### src/hw/rtl/ooktx_pkg.sv
`timescale 1ns / 1ps

package ooktx_pkg;

    localparam int MESSAGE_BYTES = 10;
    localparam int ADDRESS_BYTES = 5;
    localparam int NIBBLE_BITS   = 4;
    localparam int RAW_BITS      = MESSAGE_BYTES * NIBBLE_BITS;
    localparam int ADDR_BITS     = ADDRESS_BYTES * NIBBLE_BITS;
    localparam int CFG_DATA_BITS = ADDR_BITS;
    localparam int CFG_INDEX_BITS = 3;

    // Input opcodes
    localparam logic [1:0] OP_TICK = 2'd0;
    localparam logic [1:0] OP_CMD  = 2'd1;
    localparam logic [1:0] OP_RAW  = 2'd2;

    // Configuration register indexes
    localparam logic [CFG_INDEX_BITS-1:0] CFG_REPEAT_TOTAL    = 3'd0;
    localparam logic [CFG_INDEX_BITS-1:0] CFG_INVERT_OUTPUT   = 3'd1;
    localparam logic [CFG_INDEX_BITS-1:0] CFG_ZERO_TICKS      = 3'd2;
    localparam logic [CFG_INDEX_BITS-1:0] CFG_HIGH_TICKS      = 3'd3;
    localparam logic [CFG_INDEX_BITS-1:0] CFG_TRAIL_TICKS     = 3'd4;
    localparam logic [CFG_INDEX_BITS-1:0] CFG_GAP_TICKS       = 3'd5;
    localparam logic [CFG_INDEX_BITS-1:0] CFG_GAP_EXTRA       = 3'd6;
    localparam logic [CFG_INDEX_BITS-1:0] CFG_ADDRESS_NIBBLES = 3'd7;

    // Work kinds handed from the front to the back
    typedef logic [1:0] kind_t;
    localparam kind_t KIND_TICK = 2'd0;
    localparam kind_t KIND_LOAD = 2'd1;
    localparam kind_t KIND_NOP  = 2'd2;

    typedef struct packed {
        kind_t                 kind;
        logic [RAW_BITS-1:0]   nibbles;
    } work_t;

    typedef struct packed {
        logic [5:0]            repeat_total;
        logic                  invert_output;
        logic [7:0]            zero_ticks;
        logic [7:0]            high_ticks;
        logic [7:0]            trail_ticks;
        logic [7:0]            gap_ticks;
        logic [7:0]            gap_extra;
        logic [ADDR_BITS-1:0]  address_nibbles;
    } cfg_t;

    function automatic logic [7:0] code_of(input logic [NIBBLE_BITS-1:0] nib);
        logic [7:0] c;
        unique case (nib)
            4'h0: c = 8'hF6;
            4'h1: c = 8'hEE;
            4'h2: c = 8'hED;
            4'h3: c = 8'hEB;
            4'h4: c = 8'hDE;
            4'h5: c = 8'hDD;
            4'h6: c = 8'hDB;
            4'h7: c = 8'hBE;
            4'h8: c = 8'hBD;
            4'h9: c = 8'hBB;
            4'hA: c = 8'hB7;
            4'hB: c = 8'h7E;
            4'hC: c = 8'h7D;
            4'hD: c = 8'h7B;
            4'hE: c = 8'h77;
            default: c = 8'h6F;
        endcase
        return c;
    endfunction

endpackage

### src/hw/rtl/ooktx_front.sv
`timescale 1ns / 1ps

module ooktx_front (
    input  logic [1:0]                    opcode,
    input  logic [7:0]                    param_byte,
    input  logic [3:0]                    command_code,
    input  logic [3:0]                    room_code,
    input  logic [3:0]                    device_code,
    input  logic [ooktx_pkg::RAW_BITS-1:0]  raw_nibbles,
    input  logic [ooktx_pkg::ADDR_BITS-1:0] address_nibbles,
    output ooktx_pkg::work_t              work
);
    import ooktx_pkg::*;

    logic [RAW_BITS-1:0] cmd_nibbles;

    // Assemble the command message in nibble order: parameter high, parameter
    // low, device, command, five address nibbles, room.
    assign cmd_nibbles = {room_code, address_nibbles, command_code, device_code,
                          param_byte[3:0], param_byte[7:4]};

    always_comb
    begin
        work.nibbles = raw_nibbles;
        unique case (opcode)
            OP_TICK: work.kind = KIND_TICK;
            OP_CMD:
            begin
                work.kind    = KIND_LOAD;
                work.nibbles = cmd_nibbles;
            end
            OP_RAW:  work.kind = KIND_LOAD;
            default: work.kind = KIND_NOP;
        endcase
    end

endmodule

### src/hw/rtl/ooktx_queue.sv
`timescale 1ns / 1ps

module ooktx_queue #(
    parameter int DEPTH = 2
) (
    input  logic              clk,
    input  logic              rst_n,
    input  logic              push,
    input  ooktx_pkg::work_t  push_data,
    output logic              full,
    input  logic              pop,
    output ooktx_pkg::work_t  head,
    output logic              empty
);
    import ooktx_pkg::*;

    localparam int PTR_BITS = (DEPTH > 1) ? $clog2(DEPTH) : 1;
    localparam int CNT_BITS = $clog2(DEPTH + 1);
    localparam logic [PTR_BITS-1:0] LAST = PTR_BITS'(DEPTH - 1);

    work_t                entry_reg [DEPTH];
    logic [PTR_BITS-1:0]  wr_ptr_reg, wr_ptr_next;
    logic [PTR_BITS-1:0]  rd_ptr_reg, rd_ptr_next;
    logic [CNT_BITS-1:0]  count_reg, count_next;

    assign full  = (count_reg == CNT_BITS'(DEPTH));
    assign empty = (count_reg == '0);
    assign head  = entry_reg[rd_ptr_reg];

    always_comb
    begin
        wr_ptr_next = wr_ptr_reg;
        rd_ptr_next = rd_ptr_reg;
        count_next  = count_reg;
        if (push)
        begin
            wr_ptr_next = (wr_ptr_reg == LAST) ? '0 : wr_ptr_reg + 1'b1;
        end
        if (pop)
        begin
            rd_ptr_next = (rd_ptr_reg == LAST) ? '0 : rd_ptr_reg + 1'b1;
        end
        if (push && !pop)
        begin
            count_next = count_reg + 1'b1;
        end
        else if (pop && !push)
        begin
            count_next = count_reg - 1'b1;
        end
    end

    always_ff @(posedge clk or negedge rst_n)
    begin
        if (!rst_n)
        begin
            wr_ptr_reg <= '0;
            rd_ptr_reg <= '0;
            count_reg  <= '0;
        end
        else
        begin
            wr_ptr_reg <= wr_ptr_next;
            rd_ptr_reg <= rd_ptr_next;
            count_reg  <= count_next;
        end
    end

    always_ff @(posedge clk)
    begin
        if (push)
        begin
            entry_reg[wr_ptr_reg] <= push_data;
        end
    end

endmodule

### src/hw/rtl/ooktx_back.sv
`timescale 1ns / 1ps

module ooktx_back (
    input  logic              clk,
    input  logic              rst_n,
    input  ooktx_pkg::cfg_t   cfg,
    input  ooktx_pkg::work_t  head,
    input  logic              empty,
    output logic              pop,
    output logic              out_valid,
    input  logic              out_stall,
    output logic              pin_level,
    output logic              busy_res
);
    import ooktx_pkg::*;

    localparam logic [2:0] PH_IDLE       = 3'd0;
    localparam logic [2:0] PH_MSG_START  = 3'd1;
    localparam logic [2:0] PH_BYTE_START = 3'd2;
    localparam logic [2:0] PH_SEND_BIT   = 3'd3;
    localparam logic [2:0] PH_MSG_END    = 3'd4;
    localparam logic [2:0] PH_GAP_SEG    = 3'd5;
    localparam logic [2:0] PH_GAP_END    = 3'd6;

    logic [7:0] store_reg [MESSAGE_BYTES];
    logic [7:0] store_next [MESSAGE_BYTES];
    logic [2:0] phase_reg, phase_next;
    logic [7:0] counter_reg, counter_next;
    logic [3:0] byte_idx_reg, byte_idx_next;
    logic [2:0] bit_pos_reg, bit_pos_next;
    logic [5:0] repeat_reg, repeat_next;
    logic [7:0] gap_left_reg, gap_left_next;
    logic       active_reg, active_next;
    logic       pin_reg, pin_next;
    logic       out_valid_reg, out_valid_next;
    logic       pin_level_reg, busy_reg;

    logic [7:0] counter_dec;
    logic [7:0] cur_byte;
    logic [3:0] byte_idx_inc;
    logic [5:0] repeat_inc;

    assign pop       = !empty && (!out_valid_reg || !out_stall);
    assign out_valid = out_valid_reg;
    assign pin_level = pin_level_reg;
    assign busy_res  = busy_reg;

    assign counter_dec  = counter_reg - 8'd1;
    assign byte_idx_inc = byte_idx_reg + 4'd1;
    assign repeat_inc   = repeat_reg + 6'd1;
    assign cur_byte     = (byte_idx_reg < 4'(MESSAGE_BYTES)) ? store_reg[byte_idx_reg] : 8'h00;

    always_comb
    begin
        store_next    = store_reg;
        phase_next    = phase_reg;
        counter_next  = counter_reg;
        byte_idx_next = byte_idx_reg;
        bit_pos_next  = bit_pos_reg;
        repeat_next   = repeat_reg;
        gap_left_next = gap_left_reg;
        active_next   = active_reg;
        pin_next      = pin_reg;

        if (pop && head.kind == KIND_LOAD)
        begin
            for (int i = 0; i < MESSAGE_BYTES; i++)
            begin
                store_next[i] = code_of(head.nibbles[i*NIBBLE_BITS +: NIBBLE_BITS]);
            end
            active_next = 1'b1;
        end
        else if (pop && head.kind == KIND_TICK && !(phase_reg == PH_IDLE && !active_reg))
        begin
            counter_next = counter_dec;
            if (counter_dec == cfg.trail_ticks)
            begin
                pin_next = 1'b0;
            end
            else if (counter_dec == 8'd0)
            begin
                counter_next = cfg.high_ticks;
                unique case (phase_reg)
                    PH_MSG_START:
                    begin
                        pin_next      = 1'b1;
                        byte_idx_next = 4'd0;
                        phase_next    = PH_BYTE_START;
                    end
                    PH_BYTE_START:
                    begin
                        pin_next     = 1'b1;
                        bit_pos_next = 3'd7;
                        phase_next   = PH_SEND_BIT;
                    end
                    PH_SEND_BIT:
                    begin
                        if (cur_byte[bit_pos_reg])
                        begin
                            pin_next = 1'b1;
                        end
                        else
                        begin
                            counter_next = cfg.zero_ticks;
                        end
                        if (bit_pos_reg == 3'd0)
                        begin
                            byte_idx_next = byte_idx_inc;
                            phase_next = (byte_idx_inc >= 4'(MESSAGE_BYTES)) ?
                                         PH_MSG_END : PH_BYTE_START;
                        end
                        else
                        begin
                            bit_pos_next = bit_pos_reg - 3'd1;
                        end
                    end
                    PH_MSG_END:
                    begin
                        pin_next      = 1'b1;
                        gap_left_next = cfg.gap_extra;
                        phase_next    = PH_GAP_SEG;
                    end
                    PH_GAP_SEG:
                    begin
                        counter_next = cfg.gap_ticks;
                        if (gap_left_reg == 8'd0)
                        begin
                            phase_next = PH_GAP_END;
                        end
                        else
                        begin
                            gap_left_next = gap_left_reg - 8'd1;
                        end
                    end
                    PH_GAP_END:
                    begin
                        repeat_next = repeat_inc;
                        if (repeat_inc >= cfg.repeat_total)
                        begin
                            active_next = 1'b0;
                            phase_next  = PH_IDLE;
                        end
                        else
                        begin
                            phase_next = PH_MSG_START;
                        end
                    end
                    default:
                    begin
                        if (active_reg)
                        begin
                            repeat_next = 6'd0;
                            phase_next  = PH_MSG_START;
                        end
                        else
                        begin
                            phase_next = PH_IDLE;
                        end
                    end
                endcase
            end
        end

        if (pop)
        begin
            out_valid_next = 1'b1;
        end
        else if (!out_stall)
        begin
            out_valid_next = 1'b0;
        end
        else
        begin
            out_valid_next = out_valid_reg;
        end
    end

    always_ff @(posedge clk or negedge rst_n)
    begin
        if (!rst_n)
        begin
            for (int i = 0; i < MESSAGE_BYTES; i++)
            begin
                store_reg[i] <= 8'h00;
            end
            phase_reg     <= PH_IDLE;
            counter_reg   <= 8'd0;
            byte_idx_reg  <= 4'd0;
            bit_pos_reg   <= 3'd7;
            repeat_reg    <= 6'd0;
            gap_left_reg  <= 8'd0;
            active_reg    <= 1'b0;
            pin_reg       <= 1'b0;
            out_valid_reg <= 1'b0;
        end
        else
        begin
            store_reg     <= store_next;
            phase_reg     <= phase_next;
            counter_reg   <= counter_next;
            byte_idx_reg  <= byte_idx_next;
            bit_pos_reg   <= bit_pos_next;
            repeat_reg    <= repeat_next;
            gap_left_reg  <= gap_left_next;
            active_reg    <= active_next;
            pin_reg       <= pin_next;
            out_valid_reg <= out_valid_next;
        end
    end

    always_ff @(posedge clk)
    begin
        if (pop)
        begin
            pin_level_reg <= pin_next ^ cfg.invert_output;
            busy_reg      <= active_next;
        end
    end

endmodule

### src/hw/rtl/ook_pulse_message_transmitter.sv
`timescale 1ns / 1ps

// On-off-keyed pulse transmitter for a ten-byte radio message. Each input
// transaction is a tick (opcode 0), a command message (opcode 1: parameter,
// device, command and room nibbles plus the five address nibbles of the
// address register) or a raw message of ten nibbles (opcode 2); opcode 3 does
// nothing. Every message nibble is coded to a byte through a fixed table and
// loading a message starts, or restarts in place, a transmission of
// repeat_total copies. Ticks step the pulse machine: start pulse, all bytes
// MSB first, end pulse, gap segments. Every input transaction yields exactly
// one output transaction with the pin level and the busy flag after it.
// Rate: one transaction per clock sustained while the output is not stalled;
// the pulse machine executes one transaction per cycle and a two-entry queue
// sits between the decode front and the machine, so a stalled output does
// not stall input until the queue fills. An accepted input is written into
// the queue, popped by the machine after any work queued ahead of it, and
// its result is then registered.
// Configuration is taken on any cycle (cfg_ready is tied high) and must only
// be written while no transaction is in flight.

module ook_pulse_message_transmitter #(
    parameter int QUEUE_DEPTH = 2
) (
    input  logic                                clk,
    input  logic                                rst_n,
    input  logic                                cfg_valid,
    output logic                                cfg_ready,
    input  logic [ooktx_pkg::CFG_INDEX_BITS-1:0] cfg_index,
    input  logic [ooktx_pkg::CFG_DATA_BITS-1:0]  cfg_data,
    input  logic                                in_valid,
    output logic                                in_stall,
    input  logic [1:0]                          opcode,
    input  logic [7:0]                          param_byte,
    input  logic [3:0]                          command_code,
    input  logic [3:0]                          room_code,
    input  logic [3:0]                          device_code,
    input  logic [ooktx_pkg::RAW_BITS-1:0]       raw_nibbles,
    output logic                                out_valid,
    input  logic                                out_stall,
    output logic                                pin_level,
    output logic                                busy_res
);
    import ooktx_pkg::*;

    cfg_t  cfg_reg;
    work_t front_work;
    work_t queue_head;
    logic  queue_full;
    logic  queue_empty;
    logic  queue_pop;
    logic  in_fire;

    assign cfg_ready = 1'b1;
    assign in_stall  = queue_full;
    assign in_fire   = in_valid && !queue_full;

    // Configuration registers, reset to their documented defaults.
    always_ff @(posedge clk or negedge rst_n)
    begin
        if (!rst_n)
        begin
            cfg_reg.repeat_total    <= 6'd10;
            cfg_reg.invert_output   <= 1'b0;
            cfg_reg.zero_ticks      <= 8'd7;
            cfg_reg.high_ticks      <= 8'd4;
            cfg_reg.trail_ticks     <= 8'd2;
            cfg_reg.gap_ticks       <= 8'd72;
            cfg_reg.gap_extra       <= 8'd0;
            cfg_reg.address_nibbles <= '0;
        end
        else if (cfg_valid)
        begin
            unique case (cfg_index)
                CFG_REPEAT_TOTAL:    cfg_reg.repeat_total    <= cfg_data[5:0];
                CFG_INVERT_OUTPUT:   cfg_reg.invert_output   <= cfg_data[0];
                CFG_ZERO_TICKS:      cfg_reg.zero_ticks      <= cfg_data[7:0];
                CFG_HIGH_TICKS:      cfg_reg.high_ticks      <= cfg_data[7:0];
                CFG_TRAIL_TICKS:     cfg_reg.trail_ticks     <= cfg_data[7:0];
                CFG_GAP_TICKS:       cfg_reg.gap_ticks       <= cfg_data[7:0];
                CFG_GAP_EXTRA:       cfg_reg.gap_extra       <= cfg_data[7:0];
                default:             cfg_reg.address_nibbles <= cfg_data;
            endcase
        end
    end

    // Decode: classify the transaction and assemble message nibbles.
    ooktx_front u_front (
        .opcode          (opcode),
        .param_byte      (param_byte),
        .command_code    (command_code),
        .room_code       (room_code),
        .device_code     (device_code),
        .raw_nibbles     (raw_nibbles),
        .address_nibbles (cfg_reg.address_nibbles),
        .work            (front_work)
    );

    // Hold decoded work until the pulse machine can take it.
    ooktx_queue #(
        .DEPTH (QUEUE_DEPTH)
    ) u_queue (
        .clk       (clk),
        .rst_n     (rst_n),
        .push      (in_fire),
        .push_data (front_work),
        .full      (queue_full),
        .pop       (queue_pop),
        .head      (queue_head),
        .empty     (queue_empty)
    );

    // Pulse machine, message store and registered result.
    ooktx_back u_back (
        .clk       (clk),
        .rst_n     (rst_n),
        .cfg       (cfg_reg),
        .head      (queue_head),
        .empty     (queue_empty),
        .pop       (queue_pop),
        .out_valid (out_valid),
        .out_stall (out_stall),
        .pin_level (pin_level),
        .busy_res  (busy_res)
    );

endmodule

### config.mk
export PLATFORM = sky130hd
export DESIGN_NAME = ook_pulse_message_transmitter
export DESIGN_NICKNAME = d
export VERILOG_FILES = /design/src/hw/rtl/ooktx_pkg.sv /design/src/hw/rtl/ooktx_front.sv /design/src/hw/rtl/ooktx_queue.sv /design/src/hw/rtl/ooktx_back.sv /design/src/hw/rtl/ook_pulse_message_transmitter.sv
export SDC_FILE = /design/constraint.sdc
export NUM_CORES = 1
export LEC_CHECK = 0
export ABC_AREA = 1
export BUFFER_PORTS_ARGS = -buffer_cell sky130_fd_sc_hd__buf_2
export CAP_MARGIN = 20
export CORE_MARGIN = 4
export CORE_UTILIZATION = 55
export CTS_CLUSTER_SIZE = 30
export DETAILED_ROUTE_END_ITERATION = 8
export GPL_TIMING_DRIVEN = 0
export PLACE_DENSITY = 0.8
export SLEW_MARGIN = 0
export SYNTH_ARGS = -nofsm -noshare
export SYNTH_HDL_FRONTEND = slang
export SYNTH_HIERARCHICAL = 1
export SYNTH_SLANG_ARGS = --single-unit
### constraint.sdc
create_clock -name clk -period 3 [get_ports clk]
set_clock_uncertainty 0.1 [all_clocks]
set_input_delay 0.15 -clock clk [delete_from_list [all_inputs] [get_ports clk]]
set_output_delay 0.15 -clock clk [all_outputs]
set_load 0.05 [all_outputs]
==> results of run 1 <==
[kinds of logic (layout without fill, tap and decap cells)]
kind of cell,Yosys count,in the layout
buffers and inverters,282,526
AOI/OAI and AO/OA,265,265
xor gates and xnor gates,19,19
adders and majority gates,69,69
muxes,43,43
other,1,1
and+or+nand+nor,870,870
DFF,272,272
[cell usage after synthesis, types with 15 or more instances]
master      n  share of area
nand2_1   581           0.14
o21ai_0   147          0.048
inv_1     192          0.047
nand3_1   102          0.033
edfxtp_1   86           0.17
dfrtp_1   174           0.28
ha_1       69          0.056
nand2_2    19         0.0077
clkbuf_1   34         0.0083
mux2_4     39          0.038
inv_2      15         0.0037
nor2_1    130          0.032
a21oi_1    44          0.014
[worst max-delay path, delay by kind of cell, from the launching register on]
kind / cells / cell delay [ns]
flip-flops: 1 / 0.37
AO/OA/AOI/OAI: 2 / 0.48
multiplexers: 1 / 0.34
AND/OR/NAND/NOR: 1 / 0.15
buffers and inverters: 5 / 1.31
[final cells by class]
cell class,instances,area share
Multi-Input combinational cell,1267,0.373
Inverter,209,0.0432
Tap cell,372,0.0254
Timing Repair Buffer,192,0.0823
Clock inverter,12,0.00881
Clock buffer,40,0.0435
Buffer,73,0.0283
Sequential cell,272,0.396
[where the power goes]
| group | internal, mW | switching (mW) |
|---|---|---|
| clock | 2.19 | 1.46 |
| combinational | 2.19 | 3.74 |
| sequential | 5.00 | 0.493 |
[routing by layer]
layer	GRT usage	up-vias	routed length [um]	part of all wire
li1	-	6303	-	-
met1	0.364	6330	17600	0.42
met2	0.460	607	20100	0.47
met3	0.0493	110	3300	0.078
met4	0.0917	0	1360	0.032
met5	0	-	0	0
[worst min-delay path by stage]
stage / from / endpoint / cells after the start
after floorplan: rst_n / cfg_reg[0] / 0
after global placement: cfg_data[12] / cfg_reg[12] / 3
after detailed placement: rst_n / u_back/repeat_reg[2] / 1
after CTS: rst_n / u_back/repeat_reg[1] / 2
after global routing: rst_n / u_back/repeat_reg[1] / 2
final: rst_n / u_back/repeat_reg[2] / 2
[metrics by stage]
stage,hold WS [ns],setup slack (ns),instances
after global placement,0.250,-1.32,2285
after detailed placement,0.0680,-0.159,2288
after CTS,0.0900,0.0793,2437
after global routing,0.121,0.0759,2437
after floorplan,-0.246,0.391,1821
final,0.0536,0.163,2437
[repair_timing]
item | 4_1_cts | 5_1_grt
endpoints found under the setup margin | 20 | 44
hold buffers | 97 | 0
hold endpoints to repair | 230 | 0
resized for setup | 4 | 4
==> impl_table.tex, run 1 <==
\begin{tabular}{lr}
\hline
Metric & Value \\
\hline
\multicolumn{2}{l}{\textbf{Setup path}} \\
Most common cell type on the critical path & inv\_1 \\
Endpoint of the lowest-slack register-to-register path & u\_back/store\_reg[41] \\
CP endpoint kind & flop \\
Cell-by-cell trace of the critical path & buf\_6 > buf\_12 > mux2\_4 > inv\_1 > nand3\_1 > inv\_1 > clkbuf\_1 > o311ai\_0 > o21ai\_0 \\
CP arrival & between 3 and 4 ns \\
Slowest CP cell & clkbuf\_1 \\
Count of cells along the worst register-to-register path & 9 \\
Worst-case register-to-register setup slack & 0.16 ns \\
Launching point of the worst reg2reg path & u\_queue/rd\_ptr\_reg \\
Start point of the critical path & u\_queue/rd\_ptr\_reg \\
Category of the critical setup timing path & reg -> reg \\
Required @ worst endpoint & $\sim$3.4 ns \\
Delay of the slowest critical-path stage & roughly 0.65 ns \\
Highest fanout seen on the critical path & 10 \\
Capturing element of the worst setup path & u\_back/store\_reg[41] \\
Kind of start point of the critical path & flop \\
\multicolumn{2}{l}{\textbf{Final layout}} \\
Antenna Cells & 0 \\
Area taken by flip-flops and latches & 7250 sq um \\
Most frequent cells in the layout & 581 x nand2\_1, 191 x inv\_1, 174 x dfrtp\_1 \\
Flip-flop count of the largest register, all copies and words added & 84 \\
Area of combinational cells with multiple inputs & around 6800 sq um \\
Final instance area & $\sim$18,000 sq um \\
Post-layout net count & 2,202 \\
Util after Layout & 0.672 \\
Area growth from synthesis to layout & 19.2\% \\
Most common cell after layout, fill and taps aside & nand2\_1 \\
Fill cell total of the finished layout & between 2,000 and 2,500 \\
Fraction of final layout cells with drive strength greater than 1 & 0.151 \\
\multicolumn{2}{l}{\textbf{Logic synthesis}} \\
Simple logic cell fraction of the synthesized area & 0.236 \\
Yosys warns & 6 \\
Most used flip-flop cell after synthesis & dfrtp\_1 \\
Number of different library cells in the post-synthesis netlist & 57 \\
Main combinational cell family by area after synthesis & simple AND/OR/NAND/NOR gates \\
Cell count after synthesis & approximately 1,800 \\
Number of flip-flops and latches in the synthesized netlist & between 200 and 300 \\
EDFF count, synth & 86 \\
Mux share of post-synthesis cell area & 0.0409 \\
XOR/XNOR share of the synthesized area & 0.0118 \\
Post-Syn Area per Cell & 8.44 sq um \\
Compound-gate portion of the synthesized area & 0.0981 \\
Asr flop ratio synth & 0.684 \\
Total nets after synthesis & around 2,000 \\
Sequential cell area fraction in the yosys report & 0.472 \\
Adder-cell share of the synthesized area & 0.0561 \\
Mapped cell area & around 15,000 sq um \\
\multicolumn{2}{l}{\textbf{CTS}} \\
Post-CTS repair timing setup buffer count & 0 \\
Root buf cell & clkbuf\_16 \\
Number of clock buffers inserted by TritonCTS & 28 \\
Clock sink count & 272 \\
Clock insertion delay at the later pin of the skew report & $\sim$0.55 ns \\
Clock buffer depth & 3 \\
Maximum level of the CTS H-tree & 1 \\
Clock tree from TritonCTS & yes \\
Clock slew at reported path FFs & 0.06 ns \\
\multicolumn{2}{l}{\textbf{Detailed routing}} \\
DRT iter0 DRCs & $\sim$1,300 \\
Per-cell via count in the routed design & about 5.5 \\
DR pass1 iterations & 9 \\
Routed length per instance & 17.4 um \\
Total wire length after detailed routing & $\sim$42,000 um \\
Total number of vias & between 10,000 and 15,000 \\
Final routed DRC violation total & 2 \\
Post-DRT Antenna Nets & 0 \\
\multicolumn{2}{l}{\textbf{STA}} \\
Maximum clock frequency & approximately 350 MHz \\
Final Cycle Share & 0.946 \\
Transition time of the tightest slew-check pin & slightly above 0.8 ns \\
Final max-slew violation count & 0 \\
Final setup violation count & 0 \\
Remaining max-slew budget at the tightest pin & 0.463 \\
Post-layout minimum cycle time & 2.84 ns \\
Final Hold Fails & 0 \\
Unrepaired setup endpoints after global routing & no \\
Setup TNS & 0 ns \\
\multicolumn{2}{l}{\textbf{Global route}} \\
Number of antenna violations at the first check in global routing & 0 \\
Total global-route track usage & 0.275 \\
Via count of the first global-routing pass & between 10,000 and 15,000 \\
Total congestion overflow & 0 \\
Wire length of the first global-routing pass & between 60,000 and 70,000 um \\
Maximum number of pins on one net before global-route repair & around 110 \\
\multicolumn{2}{l}{\textbf{Floorplanning}} \\
I/O pins & 95 \\
Width of the die & 175 um \\
Core Rows & 60 \\
Core Footprint & $\sim$27,000 sq um \\
Floorplan die area & 30,700 sq um \\
Starting utilization of the core area & 0.564 \\
Vert. Die Dim & roughly 180 um \\
\multicolumn{2}{l}{\textbf{Placement}} \\
Post-placement cell area & about 16,000 sq um \\
Placer congestion estimate & 0.949 \\
Half-perimeter wire length of the detailed placement result & around 28,000 um \\
Count of port buffers added during placement & roughly 90 \\
\multicolumn{2}{l}{\textbf{Run status}} \\
Outcome & finished, violations left \\
Violated checks & design-rule violations \\
\multicolumn{2}{l}{\textbf{Power and ir drop}} \\
Total power of the final layout & 15.1 mW \\
Peak VDD IR & $\sim$0.62 mV \\
Power Dens Cells & about 800 nW/um\^{}2 \\
Static Leak & slightly below 9 nW \\
\multicolumn{2}{l}{\textbf{Job}} \\
Max Cap Violations & 0 \\
\multicolumn{2}{l}{\textbf{Hold path}} \\
Tightest Hold Check Type & in -> async \\
\hline
\end{tabular}
Power figures use the tool's default switching activity.
==> inputs of run 2 (changes only) <==
Settings changed: ABC_AREA 1 to unset.
==> impl_table.tex, run 2 <==
\begin{tabular}{lr}
\hline
Metric & Value \\
\hline
\multicolumn{2}{l}{\textbf{Global route}} \\
Maximum number of pins on one net before global-route repair & 120 (was 112) \\
Total congestion overflow & 0 (unchanged) \\
Total global-route track usage & 0.239 (was 0.275) \\
Wire length of the first global-routing pass & 56,500 um (was 68,200 um) \\
Number of antenna violations at the first check in global routing & 1 (was 0) \\
Via count of the first global-routing pass & 11,073 (was 13,264) \\
\multicolumn{2}{l}{\textbf{Detailed routing}} \\
DRT iter0 DRCs & 885 (was 1,269) \\
DR pass1 iterations & 5 (was 9) \\
Total wire length after detailed routing & 35,700 um (was 42,300 um) \\
Total number of vias & 10,902 (was 13,350) \\
Routed length per instance & 19.1 um (was 17.4 um) \\
Per-cell via count in the routed design & 5.83 (was 5.48) \\
Post-DRT Antenna Nets & 0 (unchanged) \\
Final routed DRC violation total & 0 (was 2) \\
\multicolumn{2}{l}{\textbf{Logic synthesis}} \\
Most instantiated library cell after synthesis & dfrtp\_1 (was nand2\_1) \\
Mapped cell area & 14,800 sq um (was 15,400 sq um) \\
Sequential cell area fraction in the yosys report & 0.490 (was 0.472) \\
Asr flop ratio synth & 0.684 (unchanged) \\
Cell types with the highest counts after synthesis & 174 x dfrtp\_1, 132 x o21ai\_0, 124 x nand2\_1, 120 x mux2\_2, 86 x edfxtp\_1 (was 581 x nand2\_1, 192 x inv\_1, 174 x dfrtp\_1, 147 x o21ai\_0, 130 x nor2\_1) \\
Total nets after synthesis & 1,437 (was 1,980) \\
Number of flip-flops and latches in the synthesized netlist & 272 (unchanged) \\
Top cells by area, synth & dfrtp\_1 29\%, edfxtp\_1 17\%, mux2\_2 9.1\% (was dfrtp\_1 28\%, edfxtp\_1 17\%, nand2\_1 14\%) \\
Cell count after synthesis & 1,278 (was 1,821) \\
Area fraction of the dominant cell type after synthesis & 0.294 (was 0.283) \\
EDFF count, synth & 86 (unchanged) \\
Post-synth top area cell & dfrtp\_1 (unchanged) \\
Post-Syn Area per Cell & 11.6 sq um (was 8.44 sq um) \\
Yosys warns & 6 (unchanged) \\
Most used flip-flop cell after synthesis & dfrtp\_1 (unchanged) \\
Number of different library cells in the post-synthesis netlist & 80 (was 57) \\
\multicolumn{2}{l}{\textbf{STA}} \\
Min Hold Slack & 0.0429 ns (was 0.0536 ns) \\
Final Hold Fails & 0 (unchanged) \\
Final max-slew violation count & 0 (unchanged) \\
Setup TNS & -0.0503 ns (was 0 ns) \\
Post-layout minimum cycle time & 3.05 ns (was 2.84 ns) \\
Unrepaired setup endpoints after global routing & yes (was no) \\
Final Cycle Share & 1.02 (was 0.946) \\
Final setup violation count & 1 (was 0) \\
Transition time of the tightest slew-check pin & 0.857 ns (was 0.806 ns) \\
Remaining max-slew budget at the tightest pin & 0.429 (was 0.463) \\
Maximum clock frequency & 328 MHz (was 353 MHz) \\
Post-layout worst setup margin & -0.0503 ns (was 0.163 ns) \\
\multicolumn{2}{l}{\textbf{Floorplanning}} \\
Vert. Die Dim & 172 um (was 175 um) \\
Starting utilization of the core area & 0.563 (was 0.564) \\
Width of the die & 172 um (was 175 um) \\
Core Rows & 59 (was 60) \\
Core Footprint & 26,300 sq um (was 27,300 sq um) \\
I/O pins & 95 (unchanged) \\
Floorplan die area & 29,600 sq um (was 30,700 sq um) \\
\multicolumn{2}{l}{\textbf{Final layout}} \\
Antenna Cells & 0 (unchanged) \\
Most common cell after layout, fill and taps aside & dfrtp\_1 (was nand2\_1) \\
Most frequent cells in the layout & 173 x dfrtp\_1, 130 x o21ai\_0, 124 x nand2\_1 (was 581 x nand2\_1, 191 x inv\_1, 174 x dfrtp\_1) \\
Flip-flop count of the largest register, all copies and words added & 84 (unchanged) \\
Area of combinational cells with multiple inputs & 7170 sq um (was 6830 sq um) \\
Fill cell total of the finished layout & 1,788 (was 2,123) \\
Fraction of final layout cells with drive strength greater than 1 & 0.273 (was 0.151) \\
Final instance area & 18,000 sq um (was 18,300 sq um) \\
Post-layout net count & 1,669 (was 2,202) \\
Area taken by flip-flops and latches & 7250 sq um (about the same) \\
Util after Layout & 0.684 (was 0.672) \\
Area growth from synthesis to layout & 21.5\% (was 19.2\%) \\
Post-route non-filler standard cell count & 1,869 (was 2,437) \\
\multicolumn{2}{l}{\textbf{Setup path}} \\
Worst Path Buf+Inv & 2 (was 5) \\
Kind of start point of the critical path & flop (unchanged) \\
Required @ worst endpoint & 3.18 ns (was 3.35 ns) \\
Cell-by-cell trace of the critical path & inv\_2 > ha\_4 > or3b\_4 > nor3\_4 > xnor3\_2 > a311oi\_4 > nand2\_2 > buf\_8 > o41ai\_4 > xor2\_1 (was buf\_6 > buf\_12 > mux2\_4 > inv\_1 > nand3\_1 > inv\_1 > clkbuf\_1 > o311ai\_0 > o21ai\_0) \\
Category of the critical setup timing path & reg -> reg (unchanged) \\
CP arrival & 3.23 ns (was 3.19 ns) \\
Slowest CP cell & o41ai\_4 (was clkbuf\_1) \\
Highest fanout seen on the critical path & 7 (was 10) \\
CP endpoint kind & flop (unchanged) \\
Delay of the slowest critical-path stage & 0.43 ns (was 0.65 ns) \\
Family with the most delay on the worst path & simple AND/OR/NAND/NOR gates (was buffers and inverters) \\
\multicolumn{2}{l}{\textbf{Job}} \\
Max Cap Violations & 0 (unchanged) \\
\multicolumn{2}{l}{\textbf{CTS}} \\
Number of clock buffers inserted by TritonCTS & 30 (was 28) \\
Clock slew at reported path FFs & 0.06 ns (about the same) \\
Clock sink count & 272 (unchanged) \\
Clock buffer depth & 3 (unchanged) \\
Maximum level of the CTS H-tree & 1 (unchanged) \\
Clock tree from TritonCTS & yes (unchanged) \\
Root buf cell & clkbuf\_16 (unchanged) \\
Clock insertion delay at the later pin of the skew report & 0.55 ns (about the same) \\
\multicolumn{2}{l}{\textbf{Power and ir drop}} \\
Peak VDD IR & 0.616 mV (was 0.623 mV) \\
Internal Power & 9.96 mW (was 9.38 mW) \\
Power Dens Cells & 871 nW/um\^{}2 (was 823 nW/um\^{}2) \\
Total power of the final layout & 15.7 mW (was 15.1 mW) \\
Switching share of total power & 0.363 (was 0.378) \\
Net Switching & 5.69 mW (was 5.70 mW) \\
Static Leak & 7.66 nW (was 8.88 nW) \\
Share of total power in combinational logic & 0.411 (was 0.394) \\
Sequential power share & 0.366 (was 0.364) \\
Portion of total power attributed to the clock network & 0.223 (was 0.242) \\
\multicolumn{2}{l}{\textbf{Hold path}} \\
Tightest Hold Check Type & in -> async (unchanged) \\
\multicolumn{2}{l}{\textbf{Run status}} \\
Violated checks & negative setup slack (was design-rule violations) \\
Outcome & finished, violations left (unchanged) \\
\multicolumn{2}{l}{\textbf{Placement}} \\
Dpl cells & 1,705 (was 2,288) \\
Post-placement cell area & 15,800 sq um (was 16,400 sq um) \\
Placer congestion estimate & 0.959 (was 0.949) \\
Post-placement setup slack & -0.315 ns (was -0.159 ns) \\
Half-perimeter wire length of the detailed placement result & 24,200 um (was 28,400 um) \\
Count of port buffers added during placement & 89 (was 92) \\
\hline
\end{tabular}
## run 2: changes by cell type after synthesis, moves of 13 or more
cell | previous run | this run
o21ai_2 | 13 | 0
inv_2 | 15 | 0
mux2_2 | 3 | 120
a221oi_1 | 0 | 14
o311ai_0 | 14 | 0
a21o_1 | 0 | 16
nand3_1 | 102 | 13
nand2_1 | 581 | 124
mux2i_1 | 1 | 47
o21ai_0 | 147 | 132
nor2b_1 | 0 | 23
inv_1 | 192 | 40
nand2_2 | 19 | 2
nor2_1 | 130 | 72
## run 2: timing repair
item / in CTS / in global routing
cloned: 0 / 1
resized for setup: 30 / 36
pin swaps: 6 / 15
hold endpoints to repair: 223 / 0
setup buffers: 4 / 13
hold buffers: 90 / 0
endpoints found under the setup margin: 26 / 32
## run 2: metal layers
metal  wire, um  track usage  vias up  part of all wire
met4       1010       0.0745        0             0.028
met3       2360       0.0425       80             0.066
li1           -            -     5049                 -
met5          0            0        -                 0
met1      14800        0.312     5405              0.41
met2      17600        0.409      368              0.49
## run 2: power groups by stage
stage | registers, mW | clock network, mW | logic (mW)
2_1_floorplan | 5.58 | 0 | 4.49
3_3_place_gp | 5.72 | 0 | 5.63
3_5_place_dp | 5.76 | 0 | 5.92
4_1_cts | 5.69 | 3.55 | 6.21
5_1_grt | 5.84 | 3.72 | 7.05
6_report | 5.73 | 3.49 | 6.43
## run 2: cell families after synthesis
| logic type | after synthesis | share of synthesized area |
|---|---|---|
| AO/OA/AOI/OAI | 271 | 0.113 |
| XOR/XNOR | 26 | 0.0172 |
| adder cells (fa/ha/maj) | 69 | 0.0583 |
| buffers and inverters | 113 | 0.0411 |
| flip-flops | 272 | 0.490 |
| multiplexers | 218 | 0.176 |
| other | 1 | 0.000253 |
| AND/OR/NAND/NOR | 308 | 0.105 |
## run 2: final cells by class
type,instances,share of cell area
inverter,40,0.00835
clock inverter,10,0.00292
clock buffer,46,0.0497
timing repair buffer,200,0.0868
buffer,73,0.0271
sequential,272,0.403
tap,335,0.0233
multi-input combinational,893,0.398
## run 2: worst paths after layout
check	from	end	slack, ns	depth (start not counted)
min reg2reg	u_back/store_reg[4]	u_back/store_reg[4]	0.38	2
max	u_back/counter_reg[1]	u_back/pin_level	-0.05	10
min	rst_n	cfg_reg[15]	0.04	2
max in group asynchronous	rst_n	u_back/counter_reg[0]	1.74	3
max reg2reg	u_back/counter_reg[1]	u_back/pin_level	-0.05	10
min in group clk	cfg_valid	cfg_reg[60]	0.07	3
==> inputs of run 3 (changes only) <==
Settings changed: SETUP_SLACK_MARGIN set to 0.4.
==> impl_table.tex, run 3 (synthesis gave the netlist of run 2 again) <==
\begin{tabular}{lr}
\hline
Metric & Value \\
\hline
\multicolumn{2}{l}{\textbf{Run status}} \\
Outcome & finished, violations left (unchanged) \\
Violated checks & negative setup slack (unchanged) \\
\multicolumn{2}{l}{\textbf{Detailed routing}} \\
Routed length per instance & 20.5 um (was 19.1 um) \\
Post-DRT Antenna Nets & 0 (unchanged) \\
Final routed DRC violation total & 0 (unchanged) \\
Total wire length after detailed routing & 39,000 um (was 35,700 um) \\
Per-cell via count in the routed design & 5.95 (was 5.83) \\
Total number of vias & 11,308 (was 10,902) \\
DRT iter0 DRCs & 938 (was 885) \\
DR pass1 iterations & 5 (unchanged) \\
\multicolumn{2}{l}{\textbf{Setup path}} \\
Delay of the slowest critical-path stage & 0.42 ns (was 0.43 ns) \\
Launching point of the worst reg2reg path & u\_back/counter\_reg[1] (unchanged) \\
Start point of the critical path & u\_back/counter\_reg[1] (unchanged) \\
Kind of start point of the critical path & flop (unchanged) \\
Endpoint of the lowest-slack register-to-register path & u\_back/phase\_reg[1] (was u\_back/pin\_level) \\
Worst Path Buf+Inv & 4 (was 2) \\
Worst-case register-to-register setup slack & -0.02 ns (was -0.05 ns) \\
Count of cells along the worst register-to-register path & 12 (was 10) \\
Most common cell type on the critical path & buf\_4 \\
Required @ worst endpoint & 3.39 ns (was 3.18 ns) \\
CP arrival & 3.41 ns (was 3.23 ns) \\
CP endpoint kind & flop (unchanged) \\
Slowest CP cell & dfrtp\_1 (was o41ai\_4) \\
Family with the most delay on the worst path & simple AND/OR/NAND/NOR gates (unchanged) \\
Cell-by-cell trace of the critical path & buf\_4 > buf\_4 > nor3\_4 > xnor3\_1 > and4\_1 > a311oi\_4 > nand2\_2 > buf\_8 > buf\_6 > or3\_4 > a21oi\_2 > a211o\_1 (was inv\_2 > ha\_4 > or3b\_4 > nor3\_4 > xnor3\_2 > a311oi\_4 > nand2\_2 > buf\_8 > o41ai\_4 > xor2\_1) \\
Category of the critical setup timing path & reg -> reg (unchanged) \\
Highest fanout seen on the critical path & 4 (was 7) \\
\multicolumn{2}{l}{\textbf{STA}} \\
Remaining max-slew budget at the tightest pin & 0.315 (was 0.429) \\
Post-layout minimum cycle time & 3.02 ns (was 3.05 ns) \\
Transition time of the tightest slew-check pin & 1.02 ns (was 0.857 ns) \\
Final max-slew violation count & 0 (unchanged) \\
Maximum clock frequency & 332 MHz (was 328 MHz) \\
Post-layout worst setup margin & -0.0165 ns (was -0.0503 ns) \\
Final setup violation count & 2 (was 1) \\
Final Hold Fails & 0 (unchanged) \\
Unrepaired setup endpoints after global routing & yes (unchanged) \\
Final Cycle Share & 1.01 (was 1.02) \\
\multicolumn{2}{l}{\textbf{CTS}} \\
Clock buffer depth & 3 (unchanged) \\
Number of clock buffers inserted by TritonCTS & 31 (was 30) \\
Root buf cell & clkbuf\_16 (unchanged) \\
Clock tree from TritonCTS & yes (unchanged) \\
Clock sink count & 272 (unchanged) \\
Clock insertion delay at the later pin of the skew report & 0.56 ns (was 0.55 ns) \\
Clock slew at reported path FFs & 0.06 ns (about the same) \\
Maximum level of the CTS H-tree & 1 (unchanged) \\
\multicolumn{2}{l}{\textbf{Final layout}} \\
Post-layout net count & 1,700 (was 1,669) \\
Area growth from synthesis to layout & 27.5\% (was 21.5\%) \\
Most frequent cells in the layout & 171 x dfrtp\_1, 121 x o21ai\_0, 121 x nand2\_1 (was 173 x dfrtp\_1, 130 x o21ai\_0, 124 x nand2\_1) \\
Final instance area & 18,900 sq um (was 18,000 sq um) \\
Most common cell after layout, fill and taps aside & dfrtp\_1 (unchanged) \\
Post-route non-filler standard cell count & 1,901 (was 1,869) \\
Flip-flop count of the largest register, all copies and words added & 84 (unchanged) \\
Fraction of final layout cells with drive strength greater than 1 & 0.330 (was 0.273) \\
\multicolumn{2}{l}{\textbf{Floorplanning}} \\
Vert. Die Dim & 172 um (unchanged) \\
Core Rows & 59 (unchanged) \\
Floorplan die area & 29,600 sq um (unchanged) \\
I/O pins & 95 (unchanged) \\
Starting utilization of the core area & 0.563 (unchanged) \\
Core Footprint & 26,300 sq um (unchanged) \\
Width of the die & 172 um (unchanged) \\
\multicolumn{2}{l}{\textbf{Power and ir drop}} \\
Total power of the final layout & 16.8 mW (was 15.7 mW) \\
Power Dens Cells & 888 nW/um\^{}2 (was 871 nW/um\^{}2) \\
Static Leak & 7.99 nW (was 7.66 nW) \\
Peak VDD IR & 0.759 mV (was 0.616 mV) \\
\multicolumn{2}{l}{\textbf{Global route}} \\
Total global-route track usage & 0.256 (was 0.239) \\
Number of antenna violations at the first check in global routing & 2 (was 1) \\
Maximum number of pins on one net before global-route repair & 118 (was 120) \\
Wire length of the first global-routing pass & 60,400 um (was 56,500 um) \\
Via count of the first global-routing pass & 11,374 (was 11,073) \\
Total congestion overflow & 0 (unchanged) \\
\multicolumn{2}{l}{\textbf{Placement}} \\
Dpl cells & 1,705 (unchanged) \\
Half-perimeter wire length of the detailed placement result & 24,000 um (was 24,200 um) \\
Post-placement cell area & 15,800 sq um (about the same) \\
Count of port buffers added during placement & 89 (unchanged) \\
Placer congestion estimate & 0.914 (was 0.959) \\
\multicolumn{2}{l}{\textbf{Job}} \\
Max Cap Violations & 0 (unchanged) \\
\multicolumn{2}{l}{\textbf{Hold path}} \\
Hold worst-path end & cfg\_reg[61] \\
Tightest Hold Check Type & in -> reg (was in -> async) \\
Depth of the worst hold-timing path & 3 \\
Min-delay src & cfg\_valid \\
\hline
\end{tabular}
## run 3: cell types whose count changed in the layout (fill, tap and decap cells not counted), sizes merged
cell and change:
clkbuf -2, bufinv +3, diode +1, buf +32, inv +2, dlygate4sd3 +1, clkinv -5
## run 3: area by class of cell
type / count / area, sq um
fillers: 1594 / 7400
inverters: 40 / 150
multi-input cells: 893 / 7590
plain buffers: 73 / 513
flip-flops and latches: 272 / 7260
clock buffers: 47 / 916
clock inverters: 10 / 141
repair buffers: 230 / 1890
diodes: 1 / 2.50
well taps: 335 / 419
## run 3: worst max-delay path by stage
stage / to / cells past startpoint / slack [ns]
after CTS: u_back/pin_level / 10 / 0.02
after detailed placement: u_back/pin_level / 11 / -0.21
after floorplan: u_back/byte_idx_reg[3] / 11 / 0.14
final: u_back/phase_reg[1] / 12 / -0.02
after global placement: cfg_reg[12] / 1 / -1.37
after global routing: u_back/phase_reg[1] / 10 / -0.09
## run 3: power breakdown
group	switching (mW)	total (mW)	internal [mW]	leakage, nW
logic	3.92	7.09	3.17	4.46
clock network	1.53	3.89	2.36	0.518
registers	0.707	5.79	5.08	3.01
total	6.16	16.8	10.6	7.99
## run 3: routing by layer
metal / up-vias / global-route usage / part of all wire
met5: - / 0 / 0.00033
met4: 2 / 0.0830 / 0.033
met3: 110 / 0.0542 / 0.070
met2: 482 / 0.427 / 0.49
met1: 5581 / 0.336 / 0.41
li1: 5133 / - / -
## run 3: repair_timing
action                     CTS  global route
gates resized for setup     98            75
hold endpoints to repair   264             0
buffers inserted            35            12
setup endpoints to repair  104            89
pin swaps                   34            33
hold buffers                91             0
## run 3: tightest hold or removal path, cell delays in order
cell,delay [ns]
buf_2,0.16
nor4b_4,0.17
mux2_2,0.22
## run 3: stage by stage
| step | setup slack (ns) | hold slack, ns | TNS, ns | utilization |
|---|---|---|---|---|
| final | -0.0165 | 0.0770 | -0.0187 | 0.718 |
| after global routing | -0.0870 | 0.0751 | -0.341 | 0.718 |
| after CTS | 0.0236 | 0.0479 | 0 | 0.701 |
| after detailed placement | -0.206 | 0.205 | -1.90 | 0.601 |
| after global placement | -1.37 | 0.272 | -238.00 | 0.598 |
| after floorplan | 0.140 | -0.246 | 0 | - |
